--- config.mk ---
export PLATFORM = sky130hd
export DESIGN_NAME = ir_pulse_distance_decoder
export DESIGN_NICKNAME = d
export VERILOG_FILES = /design/src/rtl/irpdd_pkg.sv /design/src/rtl/irpdd_cfg.sv /design/src/rtl/irpdd_classify.sv /design/src/rtl/irpdd_frame.sv /design/src/rtl/ir_pulse_distance_decoder.sv
export SDC_FILE = /design/constraint.sdc
export NUM_CORES = 1
export LEC_CHECK = 0
export BUFFER_PORTS_ARGS = -buffer_cell sky130_fd_sc_hd__buf_2
export CORE_MARGIN = 1.5
export CORE_UTILIZATION = 56
export CTS_CLUSTER_SIZE = 28
export DETAILED_ROUTE_END_ITERATION = 10
export GPL_TIMING_DRIVEN = 1
export HOLD_SLACK_MARGIN = 0.02
export PLACE_DENSITY = 0.77
export SYNTH_ARGS = -nofsm -noshare
export SYNTH_HDL_FRONTEND = slang
export SYNTH_SLANG_ARGS = --single-unit
--- constraint.sdc ---
create_clock -name clk -period 6.6 [get_ports clk]
set_input_delay 1.32 -clock clk [delete_from_list [all_inputs] [get_ports clk]]
set_output_delay 1.32 -clock clk [all_outputs]
set_load 0.05 [all_outputs]
--- src/rtl/irpdd_pkg.sv ---
`default_nettype none
package irpdd_pkg;

  localparam int CODE_BITS = 32;
  localparam logic [15:0] WRAP_ADD = 16'd59999;

  localparam logic [5:0] PHASE_IDLE     = 6'd0;
  localparam logic [5:0] PHASE_FIRST    = 6'd1;
  localparam logic [5:0] PHASE_LAST     = 6'(CODE_BITS);
  localparam logic [5:0] PHASE_RPT_WAIT = 6'd63;

  localparam logic [15:0] GAP_A_MIN = 16'd4000;
  localparam logic [15:0] GAP_A_MAX = 16'd4050;
  localparam logic [15:0] GAP_B_MIN = 16'd9550;
  localparam logic [15:0] GAP_B_MAX = 16'd9620;

  localparam logic EVT_FULL   = 1'b0;
  localparam logic EVT_REPEAT = 1'b1;

  localparam logic [3:0] REG_LEADER_MIN = 4'd0;
  localparam logic [3:0] REG_LEADER_MAX = 4'd1;
  localparam logic [3:0] REG_ZERO_MIN   = 4'd2;
  localparam logic [3:0] REG_ZERO_MAX   = 4'd3;
  localparam logic [3:0] REG_ONE_MIN    = 4'd4;
  localparam logic [3:0] REG_ONE_MAX    = 4'd5;
  localparam logic [3:0] REG_REPEAT_MIN = 4'd6;
  localparam logic [3:0] REG_REPEAT_MAX = 4'd7;

  typedef struct packed {
    logic [15:0] leader_min;
    logic [15:0] leader_max;
    logic [15:0] zero_min;
    logic [15:0] zero_max;
    logic [15:0] one_min;
    logic [15:0] one_max;
    logic [15:0] repeat_min;
    logic [15:0] repeat_max;
  } win_cfg_t;

  typedef struct packed {
    logic leader;
    logic gap;
    logic zero;
    logic one;
    logic rpt;
  } match_t;

  typedef struct packed {
    logic [5:0] phase;
    logic       repeat_allowed;
  } frame_status_t;

endpackage
`default_nettype wire

--- src/rtl/irpdd_cfg.sv ---
`default_nettype none
module irpdd_cfg (
  input  wire logic                clk,
  input  wire logic                rst,
  input  wire logic                wr_en,
  input  wire logic [3:0]          wr_index,
  input  wire logic [15:0]         wr_data,
  output irpdd_pkg::win_cfg_t      cfg
);
  import irpdd_pkg::*;

  win_cfg_t regs;

  always_ff @(posedge clk) begin
    if (rst) begin
      regs.leader_min <= 16'd1336;
      regs.leader_max <= 16'd1344;
      regs.zero_min   <= 16'd100;
      regs.zero_max   <= 16'd120;
      regs.one_min    <= 16'd210;
      regs.one_max    <= 16'd235;
      regs.repeat_min <= 16'd1110;
      regs.repeat_max <= 16'd1130;
    end else if (wr_en) begin
      unique case (wr_index)
        REG_LEADER_MIN: regs.leader_min <= wr_data;
        REG_LEADER_MAX: regs.leader_max <= wr_data;
        REG_ZERO_MIN:   regs.zero_min   <= wr_data;
        REG_ZERO_MAX:   regs.zero_max   <= wr_data;
        REG_ONE_MIN:    regs.one_min    <= wr_data;
        REG_ONE_MAX:    regs.one_max    <= wr_data;
        REG_REPEAT_MIN: regs.repeat_min <= wr_data;
        REG_REPEAT_MAX: regs.repeat_max <= wr_data;
        default: ;
      endcase
    end
  end

  assign cfg = regs;

endmodule
`default_nettype wire

--- src/rtl/irpdd_classify.sv ---
`default_nettype none
module irpdd_classify (
  input  wire logic                clk,
  input  wire logic                rst,
  input  wire logic                step,
  input  wire logic [15:0]         edge_time,
  input  irpdd_pkg::win_cfg_t      cfg,
  output irpdd_pkg::match_t        match
);
  import irpdd_pkg::*;

  logic [15:0] prev_edge_time;
  logic [15:0] interval;

  always_ff @(posedge clk) begin
    if (rst) begin
      prev_edge_time <= '0;
    end else if (step) begin
      prev_edge_time <= edge_time;
    end
  end

  always_comb begin
    if (edge_time > prev_edge_time) begin
      interval = edge_time - prev_edge_time;
    end else begin
      interval = edge_time + WRAP_ADD - prev_edge_time;
    end
  end

  always_comb begin
    match.leader = (cfg.leader_min <= interval) && (interval <= cfg.leader_max);
    match.gap    = ((GAP_A_MIN <= interval) && (interval <= GAP_A_MAX)) ||
                   ((GAP_B_MIN <= interval) && (interval <= GAP_B_MAX));
    match.zero   = (cfg.zero_min <= interval) && (interval <= cfg.zero_max);
    match.one    = (cfg.one_min <= interval) && (interval <= cfg.one_max);
    match.rpt    = (cfg.repeat_min <= interval) && (interval <= cfg.repeat_max);
  end

endmodule
`default_nettype wire

--- src/rtl/irpdd_frame.sv ---
`default_nettype none
module irpdd_frame (
  input  wire logic                 clk,
  input  wire logic                 rst,
  input  wire logic                 step,
  input  irpdd_pkg::match_t         match,
  output logic                      emit,
  output logic                      kind,
  output logic [31:0]               code,
  output irpdd_pkg::frame_status_t  status
);
  import irpdd_pkg::*;

  logic [5:0]  phase;
  logic [5:0]  phase_next;
  logic [31:0] code_shift;
  logic [31:0] code_shift_next;
  logic        repeat_allowed;
  logic        repeat_allowed_next;

  always_ff @(posedge clk) begin
    if (rst) begin
      phase          <= PHASE_IDLE;
      code_shift     <= '0;
      repeat_allowed <= 1'b0;
    end else if (step) begin
      phase          <= phase_next;
      code_shift     <= code_shift_next;
      repeat_allowed <= repeat_allowed_next;
    end
  end

  always_comb begin
    phase_next          = phase;
    code_shift_next     = code_shift;
    repeat_allowed_next = repeat_allowed;
    emit                = 1'b0;
    kind                = EVT_FULL;
    if (phase == PHASE_IDLE) begin
      if (match.leader) begin
        phase_next          = PHASE_FIRST;
        code_shift_next     = '0;
        repeat_allowed_next = 1'b0;
      end else if (repeat_allowed && match.gap) begin
        phase_next = PHASE_RPT_WAIT;
      end
    end else if (phase >= PHASE_FIRST && phase <= PHASE_LAST) begin
      if (match.zero || match.one) begin
        code_shift_next = {code_shift[30:0], !match.zero};
        if (phase == PHASE_LAST) begin
          phase_next          = PHASE_IDLE;
          repeat_allowed_next = 1'b1;
          emit                = 1'b1;
          kind                = EVT_FULL;
        end else begin
          phase_next = phase + 6'd1;
        end
      end else begin
        phase_next = PHASE_IDLE;
      end
    end else if (phase == PHASE_RPT_WAIT) begin
      phase_next = PHASE_IDLE;
      if (match.rpt) begin
        emit = 1'b1;
        kind = EVT_REPEAT;
      end
    end else begin
      phase_next = PHASE_IDLE;
    end
  end

  assign code                  = code_shift_next;
  assign status.phase          = phase;
  assign status.repeat_allowed = repeat_allowed;

endmodule
`default_nettype wire

--- src/rtl/ir_pulse_distance_decoder.sv ---
// Pulse-distance infrared remote decoder.
// Input channel (in_valid / in_stall / edge_time): one timer capture per
// falling edge of the receiver. The block forms the interval to the previous
// capture and tracks leader, 32 data bits and repeat frames.
// Output channel (out_valid / out_stall / event_kind / code_word): one item per
// completed frame (event_kind 0) or per accepted repeat (event_kind 1); both
// carry the last assembled code, first bit in the MSB.
// Configuration channel (cfg_valid / cfg_ready / cfg_index / cfg_data): eight
// 16-bit window bounds; cfg_ready is always high, unknown indexes are dropped.
// Flow: an accepted item waits in the input register, is decoded as it steps
// into the result register, and is presented on the output from then on.
// Throughput: one item per cycle unless out_stall holds a result; set by the
// input register feeding the single decode step into the result register.
// Reset (rst, synchronous): windows return to their defaults, the decoder
// goes idle awaiting a leader, the previous capture becomes zero.
// While out_stall holds a result, the input register still takes one item;
// then in_stall rises until the result is taken.
`default_nettype none
module ir_pulse_distance_decoder (
  input  wire logic        clk,
  input  wire logic        rst,
  input  wire logic        in_valid,
  output logic             in_stall,
  input  wire logic [15:0] edge_time,
  output logic             out_valid,
  input  wire logic        out_stall,
  output logic             event_kind,
  output logic [31:0]      code_word,
  input  wire logic        cfg_valid,
  output logic             cfg_ready,
  input  wire logic [3:0]  cfg_index,
  input  wire logic [15:0] cfg_data
);
  import irpdd_pkg::*;

  win_cfg_t      cfg;
  match_t        match;
  frame_status_t status;

  logic        s1_valid;
  logic [15:0] s1_time;
  logic        advance;
  logic        step;
  logic        emit;
  logic        kind;
  logic [31:0] code;

  assign cfg_ready = 1'b1;
  assign advance   = !out_valid || !out_stall;
  assign step      = s1_valid && advance;
  assign in_stall  = s1_valid && !advance;

  irpdd_cfg u_cfg (
    .clk      (clk),
    .rst      (rst),
    .wr_en    (cfg_valid && cfg_ready),
    .wr_index (cfg_index),
    .wr_data  (cfg_data),
    .cfg      (cfg)
  );

  irpdd_classify u_classify (
    .clk       (clk),
    .rst       (rst),
    .step      (step),
    .edge_time (s1_time),
    .cfg       (cfg),
    .match     (match)
  );

  irpdd_frame u_frame (
    .clk    (clk),
    .rst    (rst),
    .step   (step),
    .match  (match),
    .emit   (emit),
    .kind   (kind),
    .code   (code),
    .status (status)
  );

  always_ff @(posedge clk) begin
    if (rst) begin
      s1_valid <= 1'b0;
    end else if (!in_stall) begin
      s1_valid <= in_valid;
    end
  end

  always_ff @(posedge clk) begin
    if (in_valid && !in_stall) begin
      s1_time <= edge_time;
    end
  end

  always_ff @(posedge clk) begin
    if (rst) begin
      out_valid <= 1'b0;
    end else if (advance) begin
      out_valid <= step && emit;
    end
  end

  always_ff @(posedge clk) begin
    if (step && emit) begin
      event_kind <= kind;
      code_word  <= code;
    end
  end

`ifndef SYNTHESIS
  a_repeat_needs_frame: assert property (@(posedge clk) disable iff (rst)
    (step && emit && kind == EVT_REPEAT) |-> status.repeat_allowed)
    else $error("repeat event without a completed frame");

  a_full_returns_idle: assert property (@(posedge clk) disable iff (rst)
    (step && emit && kind == EVT_FULL) |=> (status.phase == PHASE_IDLE) &&
      status.repeat_allowed)
    else $error("frame end did not return to idle with repeat allowed");

  a_stall_only_when_full: assert property (@(posedge clk) disable iff (rst)
    in_stall |-> (s1_valid && out_valid && out_stall))
    else $error("input stalled with room downstream");

  a_leader_clears_flag: assert property (@(posedge clk) disable iff (rst)
    (step && status.phase == PHASE_IDLE && match.leader) |=>
      (status.phase == PHASE_FIRST) && !status.repeat_allowed)
    else $error("leader did not start a frame");
`endif

endmodule
`default_nettype wire

# [Yosys cells after proc, flatten, opt, wreduce, memory -nomap -nowiden]
# Index checks and enable logic that the tools add are counted.
[word_totals] in_bits=41 out_inout_bits=36 reg_bits=234 elab_cells=105
[classes] reduce_logical=36 eq_ne=11 n_mux=22 add_sub_neg=4 magnitude_cmp=15
[op_table] op="less-or-equal comparator 16 bit" count=8
[op_table] op="two-way mux 32 bit" count=4
[op_table] op="two-way mux 6 bit" count=6
[op_table] op="subtractor 16 bit" count=2
[op_table] op="AND reduction 2 bit" count=9
[op_table] op="adder 16 bit (second input constant)" count=1
[op_table] op="equality test 4 x 3 -> 1 bit (second input constant)" count=4
[op_table] op="greater-than comparator 16 bit" count=1
[op_table] op="less-or-equal comparator 12 x 16 -> 1 bit (first input constant)" count=1
[op_table] op="less-or-equal comparator 14 x 16 -> 1 bit (first input constant)" count=1
[op_table] op="less-or-equal comparator 16 x 12 -> 1 bit (second input constant)" count=1
[op_table] op="less-or-equal comparator 16 x 14 -> 1 bit (second input constant)" count=1
[op_table] op="two-way mux 16 bit" count=1
[op_table] op="equality test 6 bit (second input constant)" count=2
[op_table] op="logical AND 1 bit" count=12
[op_table] op="two-way mux 1 bit" count=11
[op_table] op="equality test 4 x 2 -> 1 bit (second input constant)" count=2
[op_table] op="adder 6 x 1 -> 6 bit (second input constant)" count=1
[op_table] op=">= comparator 6 x 1 -> 1 bit (second input constant)" count=1
[op_table] op="less-or-equal comparator 6 bit (second input constant)" count=1
[op_table] op="zero test 6 bit" count=1
[op_table] op="nonzero test 2 bit" count=3
[op_table] op="zero test 1 bit" count=5
[op_table] op="AND reduction 5 bit" count=1
[op_table] op="6 further kinds" count=8

# [Longest topological paths before layout]
[logic_depth] word_depth=10 mapped_depth=27 depth_no_buf=25

# [By module]
# Synthesis repeated with hierarchy kept, for this count alone.
[hier_totals] hier_cells=1448 area_unflattened_um2=14219.9
[by_module_without_submodules] mod="irpdd_classify" seq_area_each_um2=320.3 area_each_um2=5741.8 n_inst=1 cells_each=737
[by_module_without_submodules] mod="irpdd_cfg" seq_area_each_um2=2562.5 area_each_um2=5028.6 n_inst=1 cells_each=459
[by_module_without_submodules] mod="irpdd_frame" seq_area_each_um2=780.7 area_each_um2=1873.0 n_inst=1 cells_each=189
[by_module_without_submodules] mod="ir_pulse_distance_decoder" seq_area_each_um2=1511.4 area_each_um2=1576.5 n_inst=1 cells_each=63

# [Worst setup path after synthesis]
# No wires, ideal clock.
[synth_timing] path_type="register -> register" start="register s1_time[1]" end="register code_word[0] (enable)" stages_incl_launch_ff=24 setup_slack_ns=-0.233 t_required_ns=6.166 arrival_time_ns=6.399 setup_time_ns=0.434 synth_period_minus_slack_ns=6.833 n_path_buf=0 cell_sequence="edfxtp_1 -> ha_1 -> ha_1 -> inv_1 -> fa_1 -> nor2_1 -> o311a_1 -> o221ai_1 -> nand2_1 -> a21oi_1 -> xnor2_1 -> o21ai_0 -> xor2_1 -> inv_1 -> ha_1 -> nand4_1 -> nor4_1 -> and4_1 -> and3_1 -> o21ai_0 -> a211o_1 -> nand2_1 -> nand3_1 -> a21oi_1"
[synth_via] elab_chain_cells=10 elab_cells_between_ends=21 cone_classes="3 x add/sub; 7 x order compare; 6 x mux; 5 x reduce/logical"
[synth_rtl] item="start: declaration" line_no="ir_pulse_distance_decoder.sv:41" rtl="logic [15:0] s1_time;"
[synth_rtl] item="start signal: assignment" line_no="ir_pulse_distance_decoder.sv:92" rtl="s1_time <= edge_time;"
[synth_rtl] item="adder 16 bit" line_no="irpdd_classify.sv:27" rtl="interval = edge_time + WRAP_ADD - prev_edge_time;"
[synth_rtl] item="subtractor 16 bit" line_no="irpdd_classify.sv:27"
[synth_rtl] item="two-way mux 16 bit *" line_no="irpdd_classify.sv:24" rtl="if (edge_time > prev_edge_time) begin"
[synth_rtl] item="less-or-equal comparator 16 bit (on tied branches)" line_no="irpdd_classify.sv:37, irpdd_classify.sv:35, irpdd_classify.sv:36"
[synth_rtl] item="logical AND 1 bit (on tied branches)" line_no="irpdd_classify.sv:37, irpdd_classify.sv:35, irpdd_classify.sv:36"
[synth_rtl] item="two-way mux 1 bit or logical OR 1 bit (tied branches)" line_no="irpdd_frame.sv:63, irpdd_frame.sv:48"
[synth_rtl] item="two-way mux 1 bit (on tied branches)"
[synth_rtl] item="two-way mux 1 bit *" line_no="irpdd_frame.sv:47" rtl="end else if (phase >= PHASE_FIRST && phase <= PHASE_LAST) begin"
[synth_rtl] item="two-way mux 1 bit *" line_no="irpdd_frame.sv:39" rtl="if (phase == PHASE_IDLE) begin"
[synth_rtl] item="logical AND 1 bit *" line_no="ir_pulse_distance_decoder.sv:105" rtl="if (step && emit) begin"
[synth_rtl] item="end signal: assignment" line_no="ir_pulse_distance_decoder.sv:107" rtl="code_word <= code;"
[synth_rtl] item="end: declaration" line_no="ir_pulse_distance_decoder.sv:28" rtl="output logic [31:0] code_word,"
# Mark *: on every way between the ends. The rest lies on a longest branch, timed or not.
# A chain may end at the register's enable or synchronous reset.

# [Final worst setup path]
[layout_timing] start="register s1_time[1]" end="register code_word[15] (enable)"
# Same word-level chain as after synthesis.

==> flow_summary.toml <==
[outcome]
status = "finished, final reports clean"

[detailed_routing]
drc_errors = 0
ant_nets = 0
drt_pre_antenna_iters = 5
vias_per_cell = 6.03
wire_per_inst_um = 18.3
drtIter0Drc = 1015
wl_um = 38100
vias = 12500

[global_routing]
grt_pass1_vias = 12000
grt_max_degree = 101
grt_pass1_wl_um = 60500
track_usage_pct = 28.4
overflow = 0
grt_antenna_before_repair = 0

[clocking]
cts.clk_slew.worst_paths_ns = 0.06
htree_levels = 1
cts_hold_buf = 0
tritoncts = "done"
clock_sinks = 234
clockBufferDepth = 3
cts-root-buf = "clkbuf_16"
cts_buffers = 27
clk_latency_ns = 0.56

[logic_synthesis]
synthSimpleGateAreaFrac_pct = 18.6
syn_inst = 1688
async_reset_ff_share_pct = 0
syn-num-nets = 1899
synth_edf_count = 49
synth_top_flop_cell = "dfxtp_1"
synth_xor_area_share_pct = 0.912
synth_mux_area_share_pct = 0.652
yosys_warnings = 0
seq_area_frac_synth_pct = 35.9
syn_area_per_cell_um2 = 8.53
yosys_register_bits = 234
synth_compound_area_share_pct = 21.1
synth.distinct_cells = 94
synthAdderAreaFrac_pct = 15.4
syn_area_um2 = 14400
synth_top_family_by_area = "compound AO/OA/AOI/OAI gates"

[pwr]
power.leakage_nw = 6.47
peakVddDrop_mv = 0.225
power_per_cell_area_nw_per_um2 = 291
total_power_mw = 4.62

[sta]
rsz0062_at_grt = "false"
fin_crit_sh_pct = 95.2
finalHoldViolCount = 0
layout_min_cycle_time_ns = 6.28
final-max-slew-violation-count = 0
timing.fmax_ghz = 0.159
tightest_slew_ns = 1.26
setup_viol = 0
setup_tns_ns = 0
slew_headroom_pct = 15.8
fin_skew_ns = 0.0109
whs_ns = 0.455

[die]
num_rows = 58
io_pins = 77
die-height_um = 163
design.die.area_um2 = 26700
fp.dieW_um = 163
coreArea_um2 = 25200
initial_utilization_pct = 57.2

[critical_path]
cp_slowest_cell = "a2111oi_0"
startpoint_type = "flop"
endpoint_kind = "flop"
worstSetupPathType = "reg -> reg"
cp_slowest_stage_delay_ns = 0.69
crit_chain = "ha_1 > ha_1 > inv_1 > fa_1 > nor2_1 > o311a_1 > o221ai_1 > nand2_1 > a21oi_1 > xnor2_1 > o21ai_0 > xor2_1 > inv_1 > ha_1 > nand4_1 > nor2_1 > a2111oi_0 > or4b_1 > o311a_1 > o41ai_4 > nand2_1 > nand3_1 > a21oi_4 > buf_12"
cp_max_fo = 33
worstPathArrival_ns = 6.52
crit_required_ns = 6.84
crit_top_cell = "ha_1"

[run]
drv_cap = 0

[place]
io_buffers = 75
gp_congestion = 0.905
dp_hpwl_um = 27500
dpl.cell_count = 2028

[cells_and_area]
drive_gt1_share_pct = 10.5
diodes = 0
fin_cells = 2080
utilization_pct = 63.0
syn2layout_area_growth_pct = 10.1
final_nets = 1940

[min_path]
min-delay-path-class = "reg -> reg"
[layout make-up]
class / count / area, µm²
fillers: 2110 / 9330
clock buffers: 36 / 751
clock inverters: 14 / 116
well taps: 330 / 413
repair buffers: 99 / 571
flip-flops and latches: 234 / 5170
multi-input cells: 1208 / 8230
inverters: 159 / 597
[cells by family (layout without fill, tap and decap cells)]
family,Yosys count,in the layout
adders and majority gates,172,172
other,1,1
muxes,9,9
buffers and inverters,246,308
xor gates and xnor gates,15,15
DFF,234,234
AOI/OAI and AO/OA,439,439
and+or+nand+nor,572,572
[flip-flops by register name, summed over array words and instances (netlist names)]
name	cells
u_cfg.cfg	128
code_word	32
u_frame.code_shift	32
s1_time	16
u_classify.prev_edge_time	16
u_frame.phase	6
event_kind	1
out_valid	1
s1_valid	1
u_frame.repeat_allowed	1
[through the flow]
| stage | area [µm²] | worst slack, ns |
|---|---|---|
| 2_1_floorplan | 14400 | 0.484 |
| 3_3_place_gp | 14900 | 0.349 |
| 3_5_place_dp | 14900 | 0.213 |
| 4_1_cts | 15800 | 0.173 |
| 5_1_grt | 15900 | 0.00533 |
| 6_report | 15900 | 0.320 |
[worst max-delay path, delay by kind of cell (launching register included)]
family	cells	cell delay (ns)
adders and majority gates	4	1.17
DFF	1	0.43
AOI/OAI and AO/OA	8	2.44
buffers and inverters	3	0.49
and+or+nand+nor	7	1.06
xor gates and xnor gates	2	0.35
[metal layers]
metal	share of wire, %	GRT usage (%)
met3	7.5	4.55
met1	43	37.4
met5	0	0
met2	45	46.3
met4	3.8	11.9
[cell usage after synthesis, drive strengths merged, types with 4 or more instances]
master     n  share of area, %
a2111oi    5              0.48
a211o      6              0.36
a211oi    16              0.83
a21o      28               1.5
a21oi    179               6.3
a221oi     4              0.24
a22o      32               1.9
a311oi     4              0.24
a31oi      5              0.22
a32o      33               2.3
and2       6              0.28
and3       9              0.39
and3b      4              0.24
and4       5              0.30
buf       37               1.9
clkbuf    50               1.3
dfxtp    185                26
edfxtp    49                10
fa        10               1.4
ha       160                14
inv      158               4.1
mux2i      6              0.42
nand2    329               8.6
nand2b    14              0.61
nand3     49               1.8
nand3b     8              0.42
nand4     25               1.1
nor2      47               1.3
nor2b     17              0.74
nor3      17              0.63
nor3b      6              0.31
nor4       9              0.39
o211ai    28               1.6
o21a       8              0.42
o21ai     41               1.5
o22ai      6              0.26
o31ai      7              0.36
or3        7              0.34
or4        6              0.31
xnor2     11              0.67
xor2       4              0.24
[where the power goes]
group / switching (mW) / internal [mW]
Combinational: 1.04 / 0.588
Sequential: 0.0335 / 1.50
Clock: 0.621 / 0.843
[path summary, 6_finish.rpt]
kind                                     from             to  slack, ns  cells after the start
worst max-delay path               s1_time[1]  code_word[15]       0.32                     24
worst min-delay path            u_cfg.cfg[74]  u_cfg.cfg[74]       0.45                      2
worst max register to register     s1_time[1]  code_word[15]       0.32                     24
worst min register to register  u_cfg.cfg[74]  u_cfg.cfg[74]       0.45                      2
[timing repair]
item | in CTS | in global routing
resized for setup | 0 | 7
buffers inserted | 0 | 2
endpoints found under the setup margin | 0 | 95
endpoints found under the hold margin | 0 | 0
[cells in the final DEF, fill, tap and decap left out, types with 10 or more instances in the layout]
| cell type | instances |
|---|---|
| nand2_1 | 328 |
| dfxtp_1 | 185 |
| a21oi_1 | 176 |
| ha_1 | 159 |
| inv_1 | 158 |
| buf_2 | 74 |
| edfxtp_1 | 49 |
| nand3_1 | 47 |
| nor2_1 | 45 |
| o21ai_0 | 38 |
| a32o_1 | 33 |
| a22o_1 | 32 |
| clkbuf_16 | 28 |
| a21o_1 | 27 |
| o211ai_1 | 26 |
| nand4_1 | 25 |
| buf_4 | 24 |
| nor2b_1 | 17 |
| a211oi_1 | 16 |
| nor3_1 | 15 |
| nand2b_1 | 14 |
| xnor2_1 | 11 |
| fa_1 | 10 |
No activity file was read; power rests on OpenSTA's default activity.
